==> src/hw/rtl/rrf_pkg.sv <==
// shared types, constants and codes of the range rule filter table
`default_nettype none

package rrf_pkg;

  // table geometry
  localparam int unsigned RULE_SLOTS = 16;
  localparam int unsigned IDX_W      = (RULE_SLOTS > 1) ? $clog2(RULE_SLOTS) : 1;
  localparam int unsigned CNT_W      = $clog2(RULE_SLOTS + 1);

  // one stored rule, last fields zero when the matching range flag is clear
  typedef struct packed {
    logic [31:0] ip_first;
    logic [31:0] ip_last;
    logic [15:0] port_first;
    logic [15:0] port_last;
    logic        ip_rng;
    logic        port_rng;
  } rule_t;

  // compare results of one slot against the current word
  typedef struct packed {
    logic equal;
    logic covers;
  } cmp_t;

  typedef enum logic [1:0] {
    CMD_ADD   = 2'd0,
    CMD_DEL   = 2'd1,
    CMD_CHECK = 2'd2
  } cmd_e;

  typedef enum logic [2:0] {
    ST_ADDED    = 3'd0,
    ST_INVALID  = 3'd1,
    ST_DELETED  = 3'd2,
    ST_NOTFOUND = 3'd3,
    ST_ACCEPTED = 3'd4,
    ST_REJECTED = 3'd5,
    ST_FULL     = 3'd6
  } status_e;

  typedef enum logic [2:0] {
    S_IDLE = 3'b001,
    S_SCAN = 3'b010,
    S_DONE = 3'b100
  } state_e;

endpackage

`default_nettype wire

==> src/hw/rtl/rrf_rule_mem.sv <==
// rule storage, one write port and one registered read port
`default_nettype none

module rrf_rule_mem (
  input  wire logic                       clk_i,
  input  wire logic                       we_i,
  input  wire logic [rrf_pkg::IDX_W-1:0]  waddr_i,
  input  wire rrf_pkg::rule_t             wdata_i,
  input  wire logic                       re_i,
  input  wire logic [rrf_pkg::IDX_W-1:0]  raddr_i,
  output rrf_pkg::rule_t                  rdata_o
);

  rrf_pkg::rule_t mem_q [rrf_pkg::RULE_SLOTS];
  rrf_pkg::rule_t rdata_q;

  // write port
  always_ff @(posedge clk_i) begin
    if (we_i) begin
      mem_q[waddr_i] <= wdata_i;
    end
  end

  // read port, registered output
  always_ff @(posedge clk_i) begin
    if (re_i) begin
      rdata_q <= mem_q[raddr_i];
    end
  end

  assign rdata_o = rdata_q;

endmodule

`default_nettype wire

==> src/hw/rtl/rrf_slot_cmp.sv <==
// compares one read slot with the held rule and query
`default_nettype none

module rrf_slot_cmp (
  input  wire rrf_pkg::rule_t  entry_i,
  input  wire rrf_pkg::rule_t  key_i,
  input  wire logic [31:0]     query_ip_i,
  input  wire logic [15:0]     query_port_i,
  output rrf_pkg::cmp_t        cmp_o
);

  logic ip_cov;
  logic port_cov;

  // address and port coverage, exact hit or inside the ascending range
  assign ip_cov   = (query_ip_i == entry_i.ip_first) ||
                    (entry_i.ip_rng && (query_ip_i > entry_i.ip_first) &&
                     (query_ip_i <= entry_i.ip_last));
  assign port_cov = (query_port_i == entry_i.port_first) ||
                    (entry_i.port_rng && (query_port_i > entry_i.port_first) &&
                     (query_port_i <= entry_i.port_last));

  // full equality of all fields, last fields already normalized
  assign cmp_o.equal  = (entry_i == key_i);
  assign cmp_o.covers = ip_cov && port_cov;

endmodule

`default_nettype wire

==> src/hw/rtl/range_rule_filter_table.sv <==
// Range rule filter table: firewall rules with address and port ranges.
// Input channel (in_valid_i / in_ready_o) takes one command word: add,
// delete or check. Output channel (out_valid_o / out_ready_i) returns one
// status word per command, in command order.
// The block works on one command at a time. It walks the rule slots in
// order, one slot per cycle, through a rule memory with one write port and
// one registered read port; valid bits live in flip-flops.
// How far the slot walk goes for each command:
//   add: up to the lowest free slot (all slots when full)
//   delete: all slots
//   check: up to the first covering slot, all slots on a miss
//   malformed range on add or delete, or unused command: no walk
// The status sits in an output register, so a new command is taken while
// a finished status still waits; a stalled receiver holds the next status
// in the block until the output register frees.
// Reset clears all valid bits (empty table) and the handshake state; rule
// contents are undefined until written, and a slot read before that is ignored.
`default_nettype none

module range_rule_filter_table (
  input  wire logic        clk_i,
  input  wire logic        rst_ni,
  input  wire logic        in_valid_i,
  output logic             in_ready_o,
  input  wire logic [1:0]  cmd_i,
  input  wire logic [31:0] rule_ip_first_i,
  input  wire logic [31:0] rule_ip_last_i,
  input  wire logic        rule_ip_is_range_i,
  input  wire logic [15:0] rule_port_first_i,
  input  wire logic [15:0] rule_port_last_i,
  input  wire logic        rule_port_is_range_i,
  input  wire logic [31:0] query_ip_i,
  input  wire logic [15:0] query_port_i,
  output logic             out_valid_o,
  input  wire logic        out_ready_i,
  output logic [2:0]       status_o
);

  localparam logic [rrf_pkg::CNT_W-1:0] CntEnd = rrf_pkg::CNT_W'(rrf_pkg::RULE_SLOTS);
  localparam logic [rrf_pkg::IDX_W-1:0] IdxLast =
    rrf_pkg::IDX_W'(rrf_pkg::RULE_SLOTS - 1);

  rrf_pkg::state_e                state_q, state_d;
  rrf_pkg::cmd_e                  cmd_q, cmd_d;
  rrf_pkg::rule_t                 key_q, key_d;
  logic [31:0]                    qip_q, qip_d;
  logic [15:0]                    qport_q, qport_d;
  logic [rrf_pkg::CNT_W-1:0]      cnt_q, cnt_d;
  logic                           pipe_vld_q, pipe_vld_d;
  logic [rrf_pkg::IDX_W-1:0]      pipe_idx_q, pipe_idx_d;
  logic [rrf_pkg::RULE_SLOTS-1:0] valid_q, valid_d;
  logic                           found_q, found_d;
  rrf_pkg::status_e               res_q, res_d;
  logic                           out_valid_q, out_valid_d;
  rrf_pkg::status_e               status_q, status_d;

  rrf_pkg::rule_t                 in_rule;
  logic                           in_ok;
  logic [rrf_pkg::IDX_W-1:0]      cur_idx;
  logic                           mem_we;
  logic                           mem_re;
  rrf_pkg::rule_t                 rd_rule;
  rrf_pkg::cmp_t                  cmp;
  logic                           slot_hit;

  // normalize the incoming rule and check range ordering
  always_comb begin
    in_rule.ip_first   = rule_ip_first_i;
    in_rule.ip_last    = rule_ip_is_range_i ? rule_ip_last_i : 32'd0;
    in_rule.port_first = rule_port_first_i;
    in_rule.port_last  = rule_port_is_range_i ? rule_port_last_i : 16'd0;
    in_rule.ip_rng     = rule_ip_is_range_i;
    in_rule.port_rng   = rule_port_is_range_i;
    in_ok = (!rule_ip_is_range_i || (rule_ip_last_i > rule_ip_first_i)) &&
            (!rule_port_is_range_i || (rule_port_last_i > rule_port_first_i));
  end

  assign cur_idx = cnt_q[rrf_pkg::IDX_W-1:0];

  // rule storage
  rrf_rule_mem u_mem (
    .clk_i   (clk_i),
    .we_i    (mem_we),
    .waddr_i (cur_idx),
    .wdata_i (key_q),
    .re_i    (mem_re),
    .raddr_i (cur_idx),
    .rdata_o (rd_rule)
  );

  // slot compare
  rrf_slot_cmp u_cmp (
    .entry_i      (rd_rule),
    .key_i        (key_q),
    .query_ip_i   (qip_q),
    .query_port_i (qport_q),
    .cmp_o        (cmp)
  );

  assign slot_hit = valid_q[pipe_idx_q];

  // command sequencer
  always_comb begin
    state_d     = state_q;
    cmd_d       = cmd_q;
    key_d       = key_q;
    qip_d       = qip_q;
    qport_d     = qport_q;
    cnt_d       = cnt_q;
    pipe_vld_d  = 1'b0;
    pipe_idx_d  = cur_idx;
    valid_d     = valid_q;
    found_d     = found_q;
    res_d       = res_q;
    out_valid_d = out_valid_q;
    status_d    = status_q;
    mem_we      = 1'b0;
    mem_re      = 1'b0;

    if (out_valid_q && out_ready_i) begin
      out_valid_d = 1'b0;
    end

    case (state_q)
      rrf_pkg::S_IDLE: begin
        if (in_valid_i) begin
          key_d   = in_rule;
          qip_d   = query_ip_i;
          qport_d = query_port_i;
          cnt_d   = '0;
          found_d = 1'b0;
          case (cmd_i)
            rrf_pkg::CMD_ADD, rrf_pkg::CMD_DEL: begin
              cmd_d = rrf_pkg::cmd_e'(cmd_i);
              if (in_ok) begin
                state_d = rrf_pkg::S_SCAN;
              end else begin
                res_d   = rrf_pkg::ST_INVALID;
                state_d = rrf_pkg::S_DONE;
              end
            end
            rrf_pkg::CMD_CHECK: begin
              cmd_d   = rrf_pkg::CMD_CHECK;
              state_d = rrf_pkg::S_SCAN;
            end
            default: begin
              res_d   = rrf_pkg::ST_INVALID;
              state_d = rrf_pkg::S_DONE;
            end
          endcase
        end
      end

      rrf_pkg::S_SCAN: begin
        if (cmd_q == rrf_pkg::CMD_ADD) begin
          // lowest free slot takes the rule
          if (cnt_q == CntEnd) begin
            res_d   = rrf_pkg::ST_FULL;
            state_d = rrf_pkg::S_DONE;
          end else if (!valid_q[cur_idx]) begin
            mem_we           = 1'b1;
            valid_d[cur_idx] = 1'b1;
            res_d            = rrf_pkg::ST_ADDED;
            state_d          = rrf_pkg::S_DONE;
          end else begin
            cnt_d = cnt_q + 1'b1;
          end
        end else begin
          // issue the next slot read
          if (cnt_q != CntEnd) begin
            mem_re     = 1'b1;
            pipe_vld_d = 1'b1;
            cnt_d      = cnt_q + 1'b1;
          end
          // evaluate the slot read last cycle
          if (pipe_vld_q) begin
            if ((cmd_q == rrf_pkg::CMD_DEL) && slot_hit && cmp.equal) begin
              valid_d[pipe_idx_q] = 1'b0;
              found_d             = 1'b1;
            end
            if ((cmd_q == rrf_pkg::CMD_CHECK) && slot_hit && cmp.covers) begin
              res_d      = rrf_pkg::ST_ACCEPTED;
              state_d    = rrf_pkg::S_DONE;
              pipe_vld_d = 1'b0;
            end else if (pipe_idx_q == IdxLast) begin
              if (cmd_q == rrf_pkg::CMD_DEL) begin
                res_d = found_d ? rrf_pkg::ST_DELETED : rrf_pkg::ST_NOTFOUND;
              end else begin
                res_d = rrf_pkg::ST_REJECTED;
              end
              state_d    = rrf_pkg::S_DONE;
              pipe_vld_d = 1'b0;
            end
          end
        end
      end

      rrf_pkg::S_DONE: begin
        // hand the status over once the output register is free
        if (!out_valid_q || out_ready_i) begin
          out_valid_d = 1'b1;
          status_d    = res_q;
          state_d     = rrf_pkg::S_IDLE;
        end
      end

      default: begin
        state_d = rrf_pkg::S_IDLE;
      end
    endcase
  end

  // control registers
  always_ff @(posedge clk_i or negedge rst_ni) begin
    if (!rst_ni) begin
      state_q     <= rrf_pkg::S_IDLE;
      cnt_q       <= '0;
      pipe_vld_q  <= 1'b0;
      valid_q     <= '0;
      found_q     <= 1'b0;
      out_valid_q <= 1'b0;
    end else begin
      state_q     <= state_d;
      cnt_q       <= cnt_d;
      pipe_vld_q  <= pipe_vld_d;
      valid_q     <= valid_d;
      found_q     <= found_d;
      out_valid_q <= out_valid_d;
    end
  end

  // payload registers
  always_ff @(posedge clk_i) begin
    cmd_q      <= cmd_d;
    key_q      <= key_d;
    qip_q      <= qip_d;
    qport_q    <= qport_d;
    pipe_idx_q <= pipe_idx_d;
    res_q      <= res_d;
    status_q   <= status_d;
  end

  assign in_ready_o  = (state_q == rrf_pkg::S_IDLE);
  assign out_valid_o = out_valid_q;
  assign status_o    = status_q;

`ifndef NO_ASSERTIONS
  // no slot read is in flight outside the scan
  a_no_read_outside_scan: assert property (@(posedge clk_i) disable iff (!rst_ni)
    (state_q != rrf_pkg::S_SCAN) |-> !pipe_vld_q)
    else $error("slot read pending outside scan");

  // the memory is written only by an add during the scan
  a_write_only_on_add: assert property (@(posedge clk_i) disable iff (!rst_ni)
    mem_we |-> ((state_q == rrf_pkg::S_SCAN) && (cmd_q == rrf_pkg::CMD_ADD)))
    else $error("rule memory written outside an add");

  // a check never changes the valid bits
  a_check_keeps_valid: assert property (@(posedge clk_i) disable iff (!rst_ni)
    ((state_q == rrf_pkg::S_SCAN) && (cmd_q == rrf_pkg::CMD_CHECK)) |=>
      (valid_q == $past(valid_q)))
    else $error("valid bits changed by a check");

  // the slot counter never passes the table size
  a_cnt_in_range: assert property (@(posedge clk_i) disable iff (!rst_ni)
    cnt_q <= CntEnd)
    else $error("slot counter beyond table size");

  // an add sets at most one valid bit
  a_add_one_slot: assert property (@(posedge clk_i) disable iff (!rst_ni)
    ((state_q == rrf_pkg::S_SCAN) && (cmd_q == rrf_pkg::CMD_ADD)) |=>
      ($countones(valid_q) <= $countones($past(valid_q)) + 1))
    else $error("add set more than one slot");
`endif

endmodule

`default_nettype wire
==> config.mk <==
export PLATFORM = sky130hd
export DESIGN_NAME = range_rule_filter_table
export DESIGN_NICKNAME = d
export VERILOG_FILES = /design/src/hw/rtl/rrf_pkg.sv /design/src/hw/rtl/rrf_rule_mem.sv /design/src/hw/rtl/rrf_slot_cmp.sv /design/src/hw/rtl/range_rule_filter_table.sv
export SDC_FILE = /design/constraint.sdc
export NUM_CORES = 2
export LEC_CHECK = 0
export BUFFER_PORTS_ARGS = -buffer_cell sky130_fd_sc_hd__buf_4
export CELL_PAD_IN_SITES_DETAIL_PLACEMENT = 1
export CELL_PAD_IN_SITES_GLOBAL_PLACEMENT = 1
export CORE_MARGIN = 4
export CORE_UTILIZATION = 55
export CTS_CLUSTER_DIAMETER = 40
export DETAILED_ROUTE_END_ITERATION = 10
export PLACE_DENSITY = 0.82
export SLEW_MARGIN = 10
export SYNTH_ARGS = -nofsm -noshare
export SYNTH_HDL_FRONTEND = slang
export SYNTH_HIERARCHICAL = 1
export SYNTH_SLANG_ARGS = --single-unit
==> constraint.sdc <==
create_clock -name clk_i -period 30.4 [get_ports clk_i]
set_input_delay 9.12 -clock clk_i [delete_from_list [all_inputs] [get_ports clk_i]]
set_output_delay 9.12 -clock clk_i [all_outputs]
set_load 0.005 [all_outputs]
# [Word-level counts from Yosys, hierarchy flattened]
# Memory sizes are Yosys's and may differ from the RTL's. A register that Yosys moved wholly into a read port is not among the register bits.
# Index checks and enable logic that the tools add are counted.
[totals] ff_bits=185 mem_bits_rw=1568 mem_count=1
[mem_list] name="u_mem.mem_q" words=16 word_bits=98 rd=1 rd_ports_with_merged_regs=1 write_ports=1 line="rrf_rule_mem.sv:14" rtl="rrf_pkg::rule_t mem_q [rrf_pkg::RULE_SLOTS];"
[classes] n_addsub=1 order_cmp=10 eq_ne=27 mux=68 bitwise=3 n_reduce_logical=36
[ops] operator="== test 98 bit" count=1
[ops] operator="two-way mux 16 bit" count=5
[ops] operator="> comparator 32 bit" count=2
[ops] operator="two-way mux 3 bit" count=18
[ops] operator="== test 32 bit" count=1
[ops] operator="> comparator 16 bit" count=2
[ops] operator="<= comparator 32 bit" count=1
[ops] operator="two-way mux 1 bit" count=29
[ops] operator="two-way mux 5 bit" count=5
[ops] operator="case mux 3 bit (2 select lines)" count=3
[ops] operator="bitwise AND 16 bit" count=1
[ops] operator="== test 16 bit" count=1
[ops] operator="<= comparator 16 bit" count=1
[ops] operator="NOT 16 bit" count=1
[ops] operator="bitwise OR 16 bit" count=1
[ops] operator="!= test 3 bit (second input constant)" count=5
[ops] operator="AND reduction 5 bit" count=3
[ops] operator="!= test 2 bit (second input constant)" count=7
[ops] operator="logical AND 1 bit" count=13
[ops] operator="< comparator 4 x 5 -> 1 bit (second input constant)" count=2
[ops] operator="case mux 5 bit (2 select lines)" count=1
[ops] operator="case mux 3 bit (3 select lines)" count=1
[ops] operator="binary-select mux 1 bit (select 4 bit)" count=2
[ops] operator="demux 1 bit (select 4 bit)" count=2
[ops] operator="22 further kinds" count=37

# [Longest topological paths before layout]
[depth] word_depth=15 ltp_mapped=12

# [Modules after synthesis]
# The synthesis kept the hierarchy.
[by_module_without_submodules] mod="rrf_rule_mem" instances=1 cells_each=2510 area_each_um2=61497.7 seq_area_each_um2=50028.0
[by_module_without_submodules] mod="range_rule_filter_table" instances=1 cells_each=560 area_each_um2=8057.7 seq_area_each_um2=5381.4
[by_module_without_submodules] mod="rrf_slot_cmp" instances=1 cells_each=469 area_each_um2=3494.6 seq_area_each_um2=0.0

# [Worst setup path after synthesis]
# Ideal clock, no wire load.
[synth_timing] path_type="in2reg" from="input in_valid_i" to="register key_q[0] (netlist bit), enable pin" setup_ns=0.502 arrival_ns=12.124 t_required_ns=29.898 setup_slack_ns=17.774 path_stages=2 n_path_buf=0 path_cell_list="nand2_1 inv_1"
[synth_between] elab_chain_cells=1
[synth_lines] element="start, declared" line="range_rule_filter_table.sv:23" rtl="input wire logic in_valid_i,"
[synth_lines] element="AND reduction 2 bit (no source line)"
[synth_lines] element="end signal, assigned" line="range_rule_filter_table.sv:235" rtl="key_q <= key_d;"
[synth_lines] element="end, declared" line="range_rule_filter_table.sv:45" rtl="rrf_pkg::rule_t key_q, key_d;"
# Every way passes these cells.
# A chain may end at the register's enable or synchronous reset.

# [Worst setup path in the final report]
[layout_timing] from="input rule_ip_first_i[13]" to="register res_q[2], enable pin"
[layout_between] elab_chain_cells=5
[layout_lines] element="start, declared" line="range_rule_filter_table.sv:26" rtl="input wire logic [31:0] rule_ip_first_i,"
[layout_lines] element="> comparator 32 bit" line="range_rule_filter_table.sv:74" rtl="in_ok = (!rule_ip_is_range_i || (rule_ip_last_i > rule_ip_first_i)) &&"
[layout_lines] element="logical OR 1 bit" line="range_rule_filter_table.sv:74"
[layout_lines] element="logical AND 1 bit" line="range_rule_filter_table.sv:74"
[layout_lines] element="!= test 3 bit (no source line)"
[layout_lines] element="AND reduction 7 bit (no source line)"
[layout_lines] element="end signal, assigned" line="range_rule_filter_table.sv:239" rtl="res_q <= res_d;"
[layout_lines] element="end, declared" line="range_rule_filter_table.sv:53" rtl="rrf_pkg::status_e res_q, res_d;"
# Every way passes these cells.

==> summary.md <==
| Metric | Value |
|---|---|
| Synthesized area | `73100 sq um` |
| Cts hold-fix bufs | `0` |
| Top Family by Delay on Critical Path | `compound AO/OA/AOI/OAI gates` |
| Final Wtd Congestion | `0.864` |
| Worst hold margin | `0.430 ns` |
| Crit Path Class | `in -> reg` |
| Post-synth EDFFs | `1820` |
| Starting DRT DRC Count | `5800` |
| Final setup viols | `0` |
| CTS H-tree lvls | `4` |
| Worst reg2reg path startpoint | `cnt_q[0]` |
| Worst vdd ir | `0.0578 mV` |
| Clock Tree Root | `clkbuf_16` |
| Critical Path RT | `30.97 ns` |
| Cells after Synth | `3539` |
| Clock Latency Late Sink | `0.83 ns` |
| Residual DRC | `0` |
| Ranking of synthesized cells by area | `edfxtp_1 75%, mux4_2 12%, ha_1 2.5%` |
| CTS tree | `built` |
| Buf/Inv on CP | `2` |
| CP Data Arrival Time | `12.52 ns` |
| Share of the synthesized area in the top cell type | `74.8%` |
| Most frequent cells in the layout | `1820 x edfxtp_1, 397 x mux4_2, 219 x buf_4` |
| Post-synthesis cell type count | `74` |
| Post-layout minimum cycle time | `11.95 ns` |
| Share of cells above drive strength 1 | `24.7%` |
| Num rows | `133` |
| Max-cap check violation count | `0` |
| Post-CTS setup buffer count | `0` |
| Seq/Total Area, Yosys | `75.9%` |
| Area leader, netlist | `edfxtp_1` |
| # nets final | `4130` |
| Power per cell area | `80.4 nW/um^2` |
| CP Max Fanout | `3` |
| Wire per inst | `37.9 microns` |
| CP Launch Point | `rule_ip_first_i[13]` |
| Setup TNS | `0 ns` |
| PortBufs | `156` |
| RSZ-0062 raised after global routing | `false` |
| Area growth syn-to-layout | `14.1%` |
| Core ar. | `132000 sq um` |
| Pins Over Slew Limit | `0` |
| Syn nets | `3839` |
| CP endpoint kind | `register` |
| Clk_skew | `0.0457 ns` |
| Pwr Total | `6.70 mW` |
| Vias in the first global route | `41900` |
| Die height | `372 microns` |
| First-pass GRT wire length | `310000 microns` |
| FFs w/ async S/R, synth | `1.46%` |
| FMAX | `0.0837 GHz` |
| Num Clock Sinks | `1851` |
| Startpoint types | `input pin` |
| Largest net degree at the start of global routing | `138` |
| Maximum buffer depth of the clock tree | `3` |
| Min-Delay Path Class | `reg -> reg` |
| Max-slew headroom | `13.6%` |
| Reg2reg setup slack | `24.12 ns` |
| Ports | `157` |
| Initial antenna violation count | `14` |
| Vias after detailed routing | `39600` |
| Leakage | `27.2 nW` |
| Most used DFF post-synth | `edfxtp_1` |
| Yosys warning count | `6` |
| Die Footprint | `139000 sq um` |
| Final count of hold timing violations | `0` |
| Global Route Usage Sum | `32.1%` |
| Slowest CP cell | `a311oi_1` |
| Hpwl dp | `124000 microns` |
| Final worst path period share | `39.3%` |
| Synth Register Bits | `1851` |
| Outcome | `completed` |
| Vias per cell | `6.86` |
| Cells along the critical path | `buf_4, inv_1, ha_1, nand4_1, nor4_1, a21boi_0, a2111oi_0, a311oi_1, o221a_2, nor2_1` |
| Post-CTS Resized | `0` |
| Clk pin slew, worst setup/hold paths | `0.05 ns` |
| DIE WIDTH | `372 microns` |
| Initial Util | `55.5%` |
| Post-DRT Antenna Nets | `0` |
| 1st-pass router iterations | `6` |
| WL final | `219000 microns` |
| # fillers | `10700` |
| Most common cell after layout, fill and taps aside | `edfxtp_1` |
| Gr ovfl total | `0` |
| Slowest Stage Delay on Critical Path | `0.95 ns` |
| TritonCTS buffer count | `213` |
| Post-Syn Area per Cell | `20.6 sq um` |
| Hold_sp | `res_q[0]` |
| Least-Margin Pin Slew | `1.29 ns` |
==> worst reg2reg max path: cells and delay by family, from the launching register on <==
kind          cells  cell delay [ns]
simple gates      5             2.29
buf+inv           4             2.14
flops             1             1.04
fa+ha+maj         1             0.37
==> metal layers <==
| layer | share of wire (%) | vias up | wire [microns] | track usage, % |
|---|---|---|---|---|
| met5 | 0.054 | - | 119 | 0 |
| met4 | 5.3 | 14 | 11600 | 14.7 |
| met3 | 12 | 625 | 26600 | 8.54 |
| met2 | 48 | 3152 | 105000 | 51.5 |
| met1 | 34 | 20600 | 75200 | 41.5 |
| li1 | - | 15200 | - | - |
==> area by class of cell <==
type                            instances  area, sq um  area share [%]
Sequential cell                      1851        55400            66.5
Multi-Input combinational cell       1389        16400            19.7
Clock buffer                          247         5480            6.57
Tap cell                             1755         2200            2.63
Timing Repair Buffer                  221         1680            2.02
Clock inverter                        152         1520            1.83
Inverter                              154          591           0.709
Antenna cell                            7         17.5          0.0210
==> flip-flops by register name, summed over array words and instances, names as in the netlist <==
| signal | cells |
|---|---|
| u_mem/mem_q | 1568 |
| key_q | 98 |
| u_mem/rdata_o | 98 |
| qip_q | 32 |
| qport_q | 16 |
| valid_q | 16 |
| cnt_q | 5 |
| pipe_idx_q | 4 |
| res_q | 3 |
| state_q | 3 |
| status_o | 3 |
| cmd_q | 2 |
| found_q | 1 |
| out_valid_o | 1 |
| pipe_vld_q | 1 |
==> logic make-up after synthesis <==
kind of cell / after synthesis / synth area share, %
AND/OR/NAND/NOR: 377 / 2.66
adder cells (fa/ha/maj): 148 / 2.53
buffers and inverters: 299 / 1.83
XOR/XNOR: 99 / 1.19
multiplexers: 407 / 12.5
AO/OA/AOI/OAI: 358 / 3.46
flip-flops: 1851 / 75.9
==> where the power goes <==
group	internal, mW	switching [mW]
logic	0.393	0.510
clock network	1.46	1.07
registers	3.04	0.223
total	4.89	1.81
==> worst paths after layout <==
check,endpoint,depth (start not counted)
max,res_q[2],10
min,status_o[0],0
max reg2reg,u_mem/mem_q[2][95],10
min reg2reg,status_o[0],0
max in group asynchronous,state_q[0],1
min in group asynchronous,state_q[1],1
==> synthesized netlist by cell type, types with 11 or more instances <==
master	count
buf_2	20
xnor2_1	47
nand4_1	43
o21ai_0	12
buf_1	28
buf_4	38
nor3_1	18
dfrtp_1	26
nand2_1	131
clkbuf_1	53
a21oi_1	70
inv_1	153
and2_1	50
nand3_1	25
nor2b_1	11
nor4_1	18
edfxtp_1	1820
ha_1	148
a21o_1	16
xor2_1	52
a22oi_1	196
mux4_2	397
nor2_1	42
==> metrics by stage <==
stage,setup slack [ns],cell area (sq um),util (%),instances
2_1_floorplan,17.77,73100,-,3539
3_3_place_gp,17.84,76300,58.0,5370
3_5_place_dp,17.75,76300,58.0,5370
4_1_cts,18.63,83300,63.3,5769
5_1_grt,18.42,83300,63.3,5770
6_report,18.45,83300,63.3,5776
No activity file was read; power rests on OpenSTA's default activity.
